`config.mk`:
```
export PLATFORM = sky130hd
export DESIGN_NAME = camera_pixel_format_converter_unit_flat
export DESIGN_NICKNAME = d
export VERILOG_FILES = /design/src/rtl/core/cpfc_pkg.sv /design/src/rtl/core/cpfc_stream_if.sv /design/src/rtl/core/cpfc_cfg_if.sv /design/src/rtl/core/cpfc_unpack.sv /design/src/rtl/core/cpfc_queue.sv /design/src/rtl/core/cpfc_encode.sv /design/src/rtl/core/camera_pixel_format_converter_unit.sv /design/src/flat_wrapper.sv
export SDC_FILE = /design/constraint.sdc
export NUM_CORES = 1
export LEC_CHECK = 0
export ABC_AREA = 1
export BUFFER_PORTS_ARGS = -buffer_cell sky130_fd_sc_hd__buf_2
export CAP_MARGIN = 40
export CORE_MARGIN = 2
export CORE_UTILIZATION = 50
export CTS_CLUSTER_DIAMETER = 120
export DETAILED_ROUTE_END_ITERATION = 10
export PLACE_DENSITY = 0.68
export SLEW_MARGIN = 40
export SYNTH_ARGS = -nofsm -noshare
export SYNTH_HDL_FRONTEND = slang
export SYNTH_SLANG_ARGS = --single-unit
```
`constraint.sdc`:
```
create_clock -name clk -period 14.7 [get_ports clk]
set_clock_uncertainty 0.1 [all_clocks]
set_input_delay 0.735 -clock clk [delete_from_list [all_inputs] [get_ports clk]]
set_output_delay 0.735 -clock clk [all_outputs]
set_load 0.005 [all_outputs]
```
`src/rtl/core/cpfc_pkg.sv`:
```
package cpfc_pkg;

  localparam int unsigned ByteCountWidth = 18;
  localparam logic [ByteCountWidth-1:0] ByteCountMax = '1;
  localparam logic [7:0] LowNibble = 8'h0F;
  localparam int unsigned QueueDepthDefault = 2;

  typedef enum logic [2:0] {
    SRC_MONO8 = 3'd0,
    SRC_MONO12 = 3'd1,
    SRC_MONO16 = 3'd2,
    SRC_MONO32 = 3'd3,
    SRC_MONO12P = 3'd4
  } src_fmt_t;

  typedef enum logic [2:0] {
    RES_U8 = 3'd0,
    RES_U16 = 3'd1,
    RES_U32 = 3'd2,
    RES_F32 = 3'd3,
    RES_F64 = 3'd4
  } res_fmt_t;

  typedef enum logic [2:0] {
    REG_SOURCE_FORMAT = 3'd0,
    REG_RESULT_FORMAT = 3'd1,
    REG_ROW_PIXELS = 3'd2,
    REG_ROW_COUNT = 3'd3,
    REG_ROW_STRIDE = 3'd4
  } reg_idx_t;

  // One unpacked pixel waiting for conversion.
  typedef struct packed {
    logic [31:0] value;
    logic        eor;
    logic        eof;
  } pix_item_t;

  // Position of the highest set bit of a nonzero 32-bit word.
  function automatic logic [4:0] msb_pos(input logic [31:0] v);
    logic [4:0] p;
    p = '0;
    for (int i = 0; i < 32; i++) begin
      if (v[i]) begin
        p = 5'(i);
      end
    end
    return p;
  endfunction

endpackage

```
`src/rtl/core/cpfc_stream_if.sv`:
```
interface cpfc_stream_if #(
  parameter int unsigned Width = 8
);
  logic             valid;
  logic             ready;
  logic [Width-1:0] data;

  modport source (output valid, output data, input ready);
  modport sink (input valid, input data, output ready);
endinterface

```
`src/rtl/core/cpfc_cfg_if.sv`:
```
interface cpfc_cfg_if;
  logic        valid;
  logic        ready;
  logic [2:0]  index;
  logic [31:0] data;

  modport source (output valid, output index, output data, input ready);
  modport sink (input valid, input index, input data, output ready);
endinterface

```
`src/rtl/core/cpfc_unpack.sv`:
```
module cpfc_unpack
  import cpfc_pkg::*;
(
  input  logic        clk,
  input  logic        rst_n,
  input  logic [2:0]  source_format,
  input  logic [15:0] row_pixels,
  input  logic [15:0] row_count,
  input  logic [17:0] row_stride_bytes,
  input  logic        byte_valid,
  input  logic [7:0]  byte_value,
  output logic        byte_ready,
  output logic        pix_valid,
  output pix_item_t   pix_item,
  input  logic        pix_ready
);

  logic [17:0] byte_in_row_r, byte_in_row_nxt;
  logic [15:0] pixel_in_row_r, pixel_in_row_nxt;
  logic [15:0] row_index_r, row_index_nxt;
  logic [23:0] held_r, held_nxt;
  logic [1:0]  phase_r, phase_nxt;
  logic        emit;
  logic [31:0] v;
  logic [15:0] pix_inc;
  logic        last_row;

  assign byte_ready = pix_ready;
  assign last_row = ({1'b0, row_index_r} + 17'd1) >= {1'b0, row_count};

  always_comb begin
    emit = 1'b0;
    v = '0;
    held_nxt = held_r;
    phase_nxt = phase_r;
    if (pixel_in_row_r < row_pixels) begin
      case (source_format)
        SRC_MONO12, SRC_MONO16: begin
          if (phase_r == 2'd0) begin
            held_nxt = {16'd0, byte_value};
            phase_nxt = 2'd1;
          end else begin
            v = {16'd0, byte_value, held_r[7:0]};
            emit = 1'b1;
            phase_nxt = 2'd0;
          end
        end
        SRC_MONO32: begin
          case (phase_r)
            2'd0: begin
              held_nxt = {16'd0, byte_value};
              phase_nxt = 2'd1;
            end
            2'd1: begin
              held_nxt = {held_r[23:16], byte_value, held_r[7:0]};
              phase_nxt = 2'd2;
            end
            2'd2: begin
              held_nxt = {byte_value, held_r[15:0]};
              phase_nxt = 2'd3;
            end
            default: begin
              v = {byte_value, held_r};
              emit = 1'b1;
              phase_nxt = 2'd0;
            end
          endcase
        end
        SRC_MONO12P: begin
          if (phase_r == 2'd1) begin
            held_nxt = {8'd0, byte_value, held_r[7:0]};
            v = {20'd0, held_r[7:0], byte_value[3:0] & LowNibble[3:0]};
            emit = 1'b1;
            phase_nxt = ({1'b0, pixel_in_row_r} + 17'd1 < {1'b0, row_pixels}) ? 2'd2 : 2'd0;
          end else if (phase_r == 2'd2) begin
            v = {20'd0, byte_value, held_r[15:12]};
            emit = 1'b1;
            phase_nxt = 2'd0;
          end else begin
            held_nxt = {16'd0, byte_value};
            phase_nxt = 2'd1;
          end
        end
        default: begin
          v = {24'd0, byte_value};
          emit = 1'b1;
        end
      endcase
    end

    pix_inc = pixel_in_row_r + 16'(emit);
    pixel_in_row_nxt = pix_inc;
    byte_in_row_nxt = (byte_in_row_r != ByteCountMax) ? byte_in_row_r + 18'd1 : byte_in_row_r;
    row_index_nxt = row_index_r;
    if (pix_inc >= row_pixels && byte_in_row_nxt >= row_stride_bytes) begin
      byte_in_row_nxt = '0;
      pixel_in_row_nxt = '0;
      held_nxt = '0;
      phase_nxt = '0;
      row_index_nxt = last_row ? 16'd0 : row_index_r + 16'd1;
    end
  end

  assign pix_valid = byte_valid && emit;
  assign pix_item.value = v;
  assign pix_item.eor = pix_inc >= row_pixels;
  assign pix_item.eof = (pix_inc >= row_pixels) && last_row;

  always_ff @(posedge clk) begin
    if (!rst_n) begin
      byte_in_row_r <= '0;
      pixel_in_row_r <= '0;
      row_index_r <= '0;
      held_r <= '0;
      phase_r <= '0;
    end else if (byte_valid && byte_ready) begin
      byte_in_row_r <= byte_in_row_nxt;
      pixel_in_row_r <= pixel_in_row_nxt;
      row_index_r <= row_index_nxt;
      held_r <= held_nxt;
      phase_r <= phase_nxt;
    end
  end

endmodule

```
`src/rtl/core/cpfc_queue.sv`:
```
module cpfc_queue
  import cpfc_pkg::*;
#(
  parameter int unsigned Depth = QueueDepthDefault
) (
  input  logic      clk,
  input  logic      rst_n,
  input  logic      push_valid,
  input  pix_item_t push_item,
  output logic      push_ready,
  output logic      pop_valid,
  output pix_item_t pop_item,
  input  logic      pop_ready
);

  localparam int unsigned PtrW = (Depth > 1) ? $clog2(Depth) : 1;

  pix_item_t          mem_r [Depth];
  logic [PtrW-1:0]    wr_r, rd_r;
  logic [PtrW:0]      cnt_r;
  logic               push, pop;

  assign push_ready = cnt_r != (PtrW+1)'(Depth);
  assign pop_valid = cnt_r != '0;
  assign pop_item = mem_r[rd_r];
  assign push = push_valid && push_ready;
  assign pop = pop_valid && pop_ready;

  always_ff @(posedge clk) begin
    if (push) begin
      mem_r[wr_r] <= push_item;
    end
  end

  always_ff @(posedge clk) begin
    if (!rst_n) begin
      wr_r <= '0;
      rd_r <= '0;
      cnt_r <= '0;
    end else begin
      if (push) begin
        wr_r <= (wr_r == PtrW'(Depth - 1)) ? '0 : wr_r + 1'b1;
      end
      if (pop) begin
        rd_r <= (rd_r == PtrW'(Depth - 1)) ? '0 : rd_r + 1'b1;
      end
      cnt_r <= cnt_r + (PtrW+1)'(push) - (PtrW+1)'(pop);
    end
  end

endmodule

```
`src/rtl/core/cpfc_encode.sv`:
```
module cpfc_encode
  import cpfc_pkg::*;
(
  input  logic        clk,
  input  logic        rst_n,
  input  logic [2:0]  result_format,
  input  logic        pix_valid,
  input  pix_item_t   pix_item,
  output logic        pix_ready,
  output logic        out_valid,
  output logic [63:0] out_pixel_value,
  output logic        out_end_of_row,
  output logic        out_end_of_frame,
  input  logic        out_ready
);

  // Stage 1 finds the leading one, stage 2 shifts and rounds, stage 3 holds the result.
  logic        s1_v_r, s2_v_r;
  pix_item_t   s1_r, s2_r;
  logic [4:0]  s2_pos_r;
  logic        s2_zero_r;
  logic [63:0] res_nxt;
  logic        adv2, adv1, adv0;
  logic [31:0] norm;
  logic [23:0] mant;
  logic        guard, sticky, up;
  logic [24:0] mant_r;
  logic [7:0]  e32;
  logic [31:0] f32;
  logic [63:0] f64;

  assign adv2 = !out_valid || out_ready;
  assign adv1 = !s2_v_r || adv2;
  assign adv0 = !s1_v_r || adv1;
  assign pix_ready = adv0;

  always_comb begin
    norm = s2_r.value << (5'd31 - s2_pos_r);
    mant = norm[31:8];
    guard = norm[7];
    sticky = |norm[6:0];
    up = guard && (sticky || mant[0]);
    mant_r = {1'b0, mant} + 25'(up);
    e32 = 8'd127 + {3'd0, s2_pos_r} + 8'(mant_r[24]);
    f32 = s2_zero_r ? 32'd0 : {1'b0, e32, mant_r[24] ? 23'd0 : mant_r[22:0]};
    f64 = s2_zero_r ? 64'd0 :
          {1'b0, 11'd1023 + {6'd0, s2_pos_r}, norm[30:0], 21'd0};
    case (result_format)
      RES_U16: res_nxt = {48'd0, s2_r.value[15:0]};
      RES_U32: res_nxt = {32'd0, s2_r.value};
      RES_F32: res_nxt = {32'd0, f32};
      RES_F64: res_nxt = f64;
      default: res_nxt = {56'd0, s2_r.value[7:0]};
    endcase
  end

  always_ff @(posedge clk) begin
    if (adv0) begin
      s1_r <= pix_item;
    end
    if (adv1) begin
      s2_r <= s1_r;
      s2_pos_r <= msb_pos(s1_r.value);
      s2_zero_r <= s1_r.value == '0;
    end
    if (adv2) begin
      out_pixel_value <= res_nxt;
      out_end_of_row <= s2_r.eor;
      out_end_of_frame <= s2_r.eof;
    end
  end

  always_ff @(posedge clk) begin
    if (!rst_n) begin
      s1_v_r <= 1'b0;
      s2_v_r <= 1'b0;
      out_valid <= 1'b0;
    end else begin
      if (adv0) s1_v_r <= pix_valid;
      if (adv1) s2_v_r <= s1_v_r;
      if (adv2) out_valid <= s2_v_r;
    end
  end

endmodule

```
`src/rtl/core/camera_pixel_format_converter_unit.sv`:
```
// Channel | Direction | Payload
// in_     | sink      | byte_value [7:0]
// out_    | source    | pixel_value [63:0], end_of_row, end_of_frame
// cfg_    | sink      | index [2:0], data [31:0]
// One byte is taken per cycle while in_ready is high; the unpacker decides in that cycle whether a pixel completes.
// Pixels cross a small queue into a three-stage converter (leading one, round, output).
// From the completing byte, a pixel is registered in the queue, then in stages 1 and 2 and the output register.
// Reset is synchronous on rst_n and clears all counters, the queue and the pipeline valids.
// A stalled output stops the converter, then the queue fills and in_ready drops.
module camera_pixel_format_converter_unit
  import cpfc_pkg::*;
#(
  parameter int unsigned QueueDepth = QueueDepthDefault
) (
  input  logic clk,
  input  logic rst_n,
  cpfc_stream_if.sink in_ch,
  output logic in_ready,
  cpfc_cfg_if.sink cfg,
  output logic        out_valid,
  output logic [63:0] out_pixel_value,
  output logic        out_end_of_row,
  output logic        out_end_of_frame,
  input  logic        out_ready
);

  logic [2:0]  src_fmt_r, res_fmt_r;
  logic [15:0] row_pixels_r, row_count_r;
  logic [17:0] stride_r;
  logic        f_valid, f_ready, b_valid, b_ready;
  pix_item_t   f_item, b_item;

  assign cfg.ready = 1'b1;
  assign in_ch.ready = in_ready;

  always_ff @(posedge clk) begin
    if (!rst_n) begin
      src_fmt_r <= SRC_MONO8;
      res_fmt_r <= RES_U8;
      row_pixels_r <= 16'd1;
      row_count_r <= 16'd1;
      stride_r <= 18'd1;
    end else if (cfg.valid) begin
      case (cfg.index)
        REG_SOURCE_FORMAT: src_fmt_r <= cfg.data[2:0];
        REG_RESULT_FORMAT: res_fmt_r <= cfg.data[2:0];
        REG_ROW_PIXELS: row_pixels_r <= cfg.data[15:0];
        REG_ROW_COUNT: row_count_r <= cfg.data[15:0];
        REG_ROW_STRIDE: stride_r <= cfg.data[17:0];
        default: ;
      endcase
    end
  end

  cpfc_unpack u_unpack (
    .clk, .rst_n,
    .source_format(src_fmt_r), .row_pixels(row_pixels_r), .row_count(row_count_r),
    .row_stride_bytes(stride_r),
    .byte_valid(in_ch.valid), .byte_value(in_ch.data), .byte_ready(in_ready),
    .pix_valid(f_valid), .pix_item(f_item), .pix_ready(f_ready)
  );

  cpfc_queue #(.Depth(QueueDepth)) u_queue (
    .clk, .rst_n,
    .push_valid(f_valid), .push_item(f_item), .push_ready(f_ready),
    .pop_valid(b_valid), .pop_item(b_item), .pop_ready(b_ready)
  );

  cpfc_encode u_encode (
    .clk, .rst_n, .result_format(res_fmt_r),
    .pix_valid(b_valid), .pix_item(b_item), .pix_ready(b_ready),
    .out_valid, .out_pixel_value, .out_end_of_row, .out_end_of_frame, .out_ready
  );

endmodule
```
`src/flat_wrapper.sv`:
```
// flat-port wrapper written by rule: the top's interface ports become plain ports
module camera_pixel_format_converter_unit_flat import cpfc_pkg::*;
#(
  parameter int unsigned QueueDepth = QueueDepthDefault
)
  (clk, rst_n, in_ready, out_valid, out_pixel_value, out_end_of_row, out_end_of_frame, out_ready, in_ch_valid, in_ch_data, in_ch_ready, cfg_valid, cfg_index, cfg_data, cfg_ready);
  cpfc_stream_if in_ch_i ();
  cpfc_cfg_if cfg_i ();
  input  logic clk;
  input  logic rst_n;
  output logic in_ready;
  output logic out_valid;
  output logic [63:0] out_pixel_value;
  output logic out_end_of_row;
  output logic out_end_of_frame;
  input  logic out_ready;
  input wire logic [$bits(in_ch_i.valid)-1:0] in_ch_valid;
  input wire logic [$bits(in_ch_i.data)-1:0] in_ch_data;
  output wire logic [$bits(in_ch_i.ready)-1:0] in_ch_ready;
  input wire logic [$bits(cfg_i.valid)-1:0] cfg_valid;
  input wire logic [$bits(cfg_i.index)-1:0] cfg_index;
  input wire logic [$bits(cfg_i.data)-1:0] cfg_data;
  output wire logic [$bits(cfg_i.ready)-1:0] cfg_ready;
  assign in_ch_i.valid = in_ch_valid;
  assign in_ch_i.data = in_ch_data;
  assign in_ch_ready = in_ch_i.ready;
  assign cfg_i.valid = cfg_valid;
  assign cfg_i.index = cfg_index;
  assign cfg_i.data = cfg_data;
  assign cfg_ready = cfg_i.ready;
  camera_pixel_format_converter_unit #(.QueueDepth(QueueDepth)) u_core (.clk(clk), .rst_n(rst_n), .in_ch(in_ch_i), .in_ready(in_ready), .cfg(cfg_i), .out_valid(out_valid), .out_pixel_value(out_pixel_value), .out_end_of_row(out_end_of_row), .out_end_of_frame(out_end_of_frame), .out_ready(out_ready));
endmodule
```
==> impl_metrics.toml, run 1 <==
[die]
num_rows = 71
die-width_um = 200
die_y_um = 200
io_pins = 118
start_util_pct = 50.8
core_um2 = 37700
die-area_um2 = 39800

[status]
status = "finished clean"

[power_and_ir_drop]
p_int_w = 0.00216
p_clk_share_pct = 23.9
switchingPower_w = 0.00150
ir_worst_vdd_v = 0.0000995
power.density_nw_per_um2 = 173
p_comb_share_pct = 38.8
seqPwrFrac_pct = 37.3
power.total_w = 0.00366
p_leak_nw = 9.01
swShare_pct = 41.0

[sta]
setup_viol = 0
period_share_pct = 50.0
whs_ns = 0.317
period_needed_ns = 7.34
slew_headroom_pct = 48.2
fmax_mhz = 136
finalHoldViolCount = 0
timing.setup.tns_ns = 0
rsz0062_at_grt = "false"
worst_slew_pin_slew_ns = 0.774
slew_violations = 0

[clocking]
post_cts_resized = 0
cts_tree = "yes"
hold_buffers = 0
cts_setup_buffers = 0
clockBufferDepth = 3
clk_pin_slew_worst_paths_ns = 0.06
ctsHtreeMaxLevel = 2
clock-sinks = 345
root_buffer = "clkbuf_16"
cts_made_buffers = 38
clkLatencyLatePin_ns = 0.56

[finish]
num_antenna_cells = 0
finalNetCount = 2514
seqCellArea_um2 = 8970
areaGrowthSynthToFinish_pct = 10.4
multi_input_area_um2 = 8730
fillers = 3481
drive_gt1_share_pct = 10.2
stdcell_area_um2 = 21100
stdcell_count = 2906

[route]
drc = 0
first_pass_iters = 5
totalWireLength_mm = 49.5
num_vias = 15700
ant_nets = 0
first_iter_violations = 1100
avgRoutedWirePerCell_um = 17.0
routed_via_density = 5.40

[synth]
ys_async_sr_fraction_pct = 0
yosys-top-cells-count = "nand2_1 (532), inv_1 (250), edfxtp_1 (206)"
synth_top_cell_area_share_pct = 32.3
synthFlopType = "edfxtp_1"
synthCells = 2305
synth.distinct_cells = 63
syn_area_per_cell_um2 = 8.30
synth_seq_cells = 345
synth_area_um2 = 19100
seq_area_frac_synth_pct = 46.9
synthesis.nets = 2451
synth.most_common_cell = "nand2_1"
synth_edf_count = 206
yosysWarnings = 0
post-synth-top-area-cell = "edfxtp_1"
synth.area.top_cells = "edfxtp_1 (32%), dfxtp_1 (15%), nand2_1 (10%)"

[worst_setup_path]
r2r-start = "u_core.src_fmt_r[0]"
startpoint = "u_core.src_fmt_r[0]"
critical_path.max_stage_delay_ns = 0.49
critical_path_arrival_ns = 7.66
slowest_stage = "nor2_2"
crit_type = "flop to flop"
critPathMostFrequentCell = "nor2_1"
worstPathRequired_ns = 15.02
startpoint_type = "flop"
crit_path_end_kind = "flop"
crit_fanout = 20

[grt]
grt_busiest_layer = "met2"
grt.met1_usage_pct = 33.6
grt_pass1_wl_mm = 78.5
grt_pass1_vias = 14700
use_met2_pct = 41.4
antenna_found_initial = 2
overflow = 0
grt.total_usage_pct = 25.4
met3_usage_pct = 3.65
grt_max_degree = 77

[min_path]
worstHoldPathType = "flop to flop"
min-delay-start = "u_core.u_encode.s2_r[0]"

[job]
cap_violations = 0

[placed_design]
dpl.cell_count = 2837
dp_hpwl_mm = 36.5
place_congestion = 0.956
port_buffers = 101
dpl-instance-area_um2 = 20000
area by class of cell:
cell class,instances,area share (%)
sequential,345,42.5
multi-input combinational,1598,41.3
inverter,267,4.75
clock buffer,46,4.69
timing repair buffer,118,3.07
tap,511,3.03
clock inverter,21,0.693
layer usage:
| metal | routed length [um] | part of all wire (%) | vias to the layer above |
|---|---|---|---|
| li1 | - | - | 7941 |
| met1 | 22100 | 45 | 7162 |
| met2 | 22500 | 45 | 476 |
| met3 | 2800 | 5.7 | 100 |
| met4 | 2080 | 4.2 | 0 |
| met5 | 0 | 0 | - |
critical path, delay by kind of cell, from the launching register on:
kind | cells | cell delay, ns
compound gates | 6 | 1.08
simple gates | 16 | 3.99
fa+ha+maj | 2 | 0.54
xor+xnor | 1 | 0.17
buf+inv | 5 | 0.95
flops | 1 | 0.36
kinds of logic (layout without fill, tap and decap cells):
group / after synthesis / after routing / synth area share [%]
adders and majority gates: 98 / 98 / 6.41
xor gates and xnor gates: 66 / 66 / 3.02
and+or+nand+nor: 945 / 945 / 21.2
buffers and inverters: 362 / 452 / 7.64
muxes: 10 / 10 / 0.523
AOI/OAI and AO/OA: 477 / 477 / 14.3
other: 2 / 2 / 0.0393
DFF: 345 / 345 / 46.9
stage by stage:
| stage | setup slack (ns) | util (%) |
|---|---|---|
| after floorplan | 9.99 | - |
| after global placement | 7.36 | 52.9 |
| after detailed placement | 7.53 | 53.0 |
| after CTS | 7.49 | 56.0 |
| after global routing | 6.62 | 56.1 |
| final | 7.36 | 56.1 |
cell usage in the layout (no fill, tap or decap), drive strengths merged, types with 10 or more instances in the layout:
cell and count:
dfxtp 139, clkbuf 46, a21oi 179, mux2i 10
o211ai 21, xor2 58, nor4 11, nor2 177
clkinv 23, o21ai 213, ha 98, nor3 53
buf 118, a22oi 12, nand2 544, inv 262
edfxtp 206, nand4 44, nand3 102
state kept, by name, summed over array words and instances, names as in the netlist, 5 cells and up:
signal	flops
u_core.u_encode.out_pixel_value	62
u_core.stride_r	18
u_core.u_encode.s2_r	34
u_core.u_unpack.held_r	24
u_core.row_pixels_r	16
u_core.u_encode.s2_pos_r	5
u_core.row_count_r	16
u_core.u_queue.mem_r	68
u_core.u_unpack.pixel_in_row_r	16
u_core.u_encode.s1_r	34
u_core.u_unpack.byte_in_row_r	18
u_core.u_unpack.row_index_r	16
worst paths after layout:
check                                                   endpoint  slack, ns  cells after the start
worst max-delay path                   u_core.u_unpack.held_r[8]       7.36                     30
worst min-delay path            u_core.u_encode.out_end_of_frame       0.32                      0
worst max register to register         u_core.u_unpack.held_r[8]       7.36                     30
worst min register to register  u_core.u_encode.out_end_of_frame       0.32                      0
power groups by stage:
stage	combinational, W	sequential (W)	clock [W]
floorplan	0.00101	0.00134	0
global placement	0.00140	0.00138	0
detailed placement	0.00140	0.00138	0
CTS	0.00140	0.00136	0.000897
global route	0.00158	0.00139	0.000933
finish	0.00142	0.00137	0.000877
(Power assumes the default switching activity.)
==> run 2: changes to the inputs <==
==> constraint.sdc (replaced) <==
create_clock -name clk -period 7.3 [get_ports clk]
set_clock_uncertainty 0.1 [all_clocks]
set_input_delay 0.365 -clock clk [delete_from_list [all_inputs] [get_ports clk]]
set_output_delay 0.365 -clock clk [all_outputs]
set_load 0.005 [all_outputs]
==> run 2 against run 1 <==
Net effect:
- global-route usage is 0.48 points lower
- register-to-register slack worse by 6.4 ns
- final cell count rose by 0.41%
- highest routed layer unchanged
- critical path depth is 1 lower
- routed wire length is 1.2% lower
- largest cell class unchanged
- final area rose by 1.3%
- sequential share of layout area shrank 0.53 points
- power up 110%
- via count increased by 1.0%
==> impl_metrics.toml, run 2 (synthesis gave the netlist of run 1 again) <==
[finish]
layout_common_cells = "nand2_1 (531), inv_1 (249), edfxtp_1 (206), a21oi_1 (179), nor2_1 (166)"
finalNetCount = 2522
reg_top3 = "u_core.u_queue.mem_r (68), u_core.u_encode.out_pixel_value (62)"
final_util_pct = 56.8
final_common_cell = "nand2_1"
regMostFlops = "u_core.u_queue.mem_r"
num_antenna_cells = 0
areaGrowthSynthToFinish_pct = 11.8
largest_register_ffs = 68
drive_gt1_share_pct = 10.9

[sta]
fmax_mhz = 157
slew_violations = 0
period_share_pct = 87.3
timing.setup.tns_ns = 0
worst_slew_pin_slew_ns = 0.771
finalHoldViolCount = 0
slew_headroom_pct = 48.6
period_needed_ns = 6.37
setup_viol = 0
rsz0062_at_grt = "false"
fin_ws_ns = 0.927

[worst_setup_path]
crit_type = "flop to flop"
crit_path_end_kind = "flop"
r2r_slack_ns = 0.93
critPathMostFrequentCell = "nand3_1"
critical_path_arrival_ns = 6.69
critical_path.max_stage_delay_ns = 0.48
startpoint_type = "flop"
crit_fanout = 19
slowest_stage = "nor2_2"
worstPathRequired_ns = 7.61

[power_and_ir_drop]
power.density_nw_per_um2 = 356
ir_worst_vdd_v = 0.000214
p_leak_nw = 9.15
power.total_w = 0.00762

[clocking]
cts_made_buffers = 39
clkLatencyLatePin_ns = 0.56
clock-sinks = 345
ctsHtreeMaxLevel = 2
clockBufferDepth = 3
post_cts_resized = 0
clk_pin_slew_worst_paths_ns = 0.06
root_buffer = "clkbuf_16"
cts_tree = "yes"

[placed_design]
dp_hpwl_mm = 35.7
place_ws_ns = 1.05
place_congestion = 0.987
port_buffers = 101

[route]
num_vias = 15800
routed_via_density = 5.43
first_pass_iters = 6
totalWireLength_mm = 48.9
ant_nets = 0
drc = 0
first_iter_violations = 1253
avgRoutedWirePerCell_um = 16.8

[grt]
grt_pass1_vias = 14600
antenna_found_initial = 0
grt.total_usage_pct = 24.9
overflow = 0
grt_pass1_wl_mm = 77.6
grt_max_degree = 77

[die]
core_um2 = 37700
die-area_um2 = 39800
die-width_um = 200
num_rows = 71
io_pins = 118
die_y_um = 200
start_util_pct = 50.8

[min_path]
worstHoldPathType = "input port to flop"

[status]
status = "finished clean"

[job]
cap_violations = 0
==> run 2: cell types whose count changed in the layout (fill, tap and decap cells not counted), moves of 2 or more <==
cell,delta
clkbuf_1,-5
clkinvlp_4,+2
bufinv_16,+4
dlygate4sd3_1,+2
clkbuf_16,+2
clkbuf_8,+2
clkinv_1,-6
clkinv_4,+2
clkinv_2,+3
buf_4,+5
==> run 2: critical path: cells and delay by family, from the launching register on <==
kind / cells / cell delay [ns]
adders and majority gates: 2 / 0.54
xor gates and xnor gates: 1 / 0.17
buffers and inverters: 5 / 0.86
DFF: 1 / 0.34
and+or+nand+nor: 18 / 3.50
AOI/OAI and AO/OA: 3 / 0.71
==> run 2: path summary, 6_finish.rpt <==
kind,cells after the start,startpoint,end
max,29,u_core.src_fmt_r[0],u_core.u_unpack.held_r[11]
min,3,cfg_data[17],u_core.stride_r[17]
max reg2reg,29,u_core.src_fmt_r[0],u_core.u_unpack.held_r[11]
min reg2reg,0,u_core.u_encode.s2_r[0],u_core.u_encode.out_end_of_frame
==> run 2: metal layers <==
metal  track usage (%)  part of all wire (%)  up-vias
met5                 0                     0        -
met4              11.2                   4.1        0
met3              3.04                   6.1      106
met2              39.6                    44      536
met1              34.1                    46     7264
li1                  -                     -     7937
==> run 2: cell type report <==
class | instances | area (um^2)
clock buffers | 46 | 1050
fillers | 3450 | 16300
inverters | 267 | 1000
repair buffers | 125 | 711
well taps | 511 | 639
clock inverters | 26 | 295
multi-input cells | 1598 | 8720
flip-flops and latches | 345 | 8970
==> run 2: where the power goes <==
group          total (W)  internal, W  switching, W
registers        0.00276      0.00252      0.000243
clock network    0.00203      0.00122      0.000808
logic            0.00283     0.000844       0.00198
total            0.00762      0.00459       0.00303
==> run 2: timing repair <==
item	in CTS	in global routing
endpoints found under the hold margin	2	0
setup endpoints to repair	0	0
buffers inserted	0	0
hold buffers	2	0
==> run 2: stage by stage <==
stage,std cells,hold WS [ns],cell area (um^2)
2_1_floorplan,2305,0.300,19100
3_3_place_gp,2842,0.304,20000
3_5_place_dp,2843,0.309,20000
4_1_cts,2917,0.00150,21400
5_1_grt,2918,0.0459,21400
6_report,2918,0.0176,21400
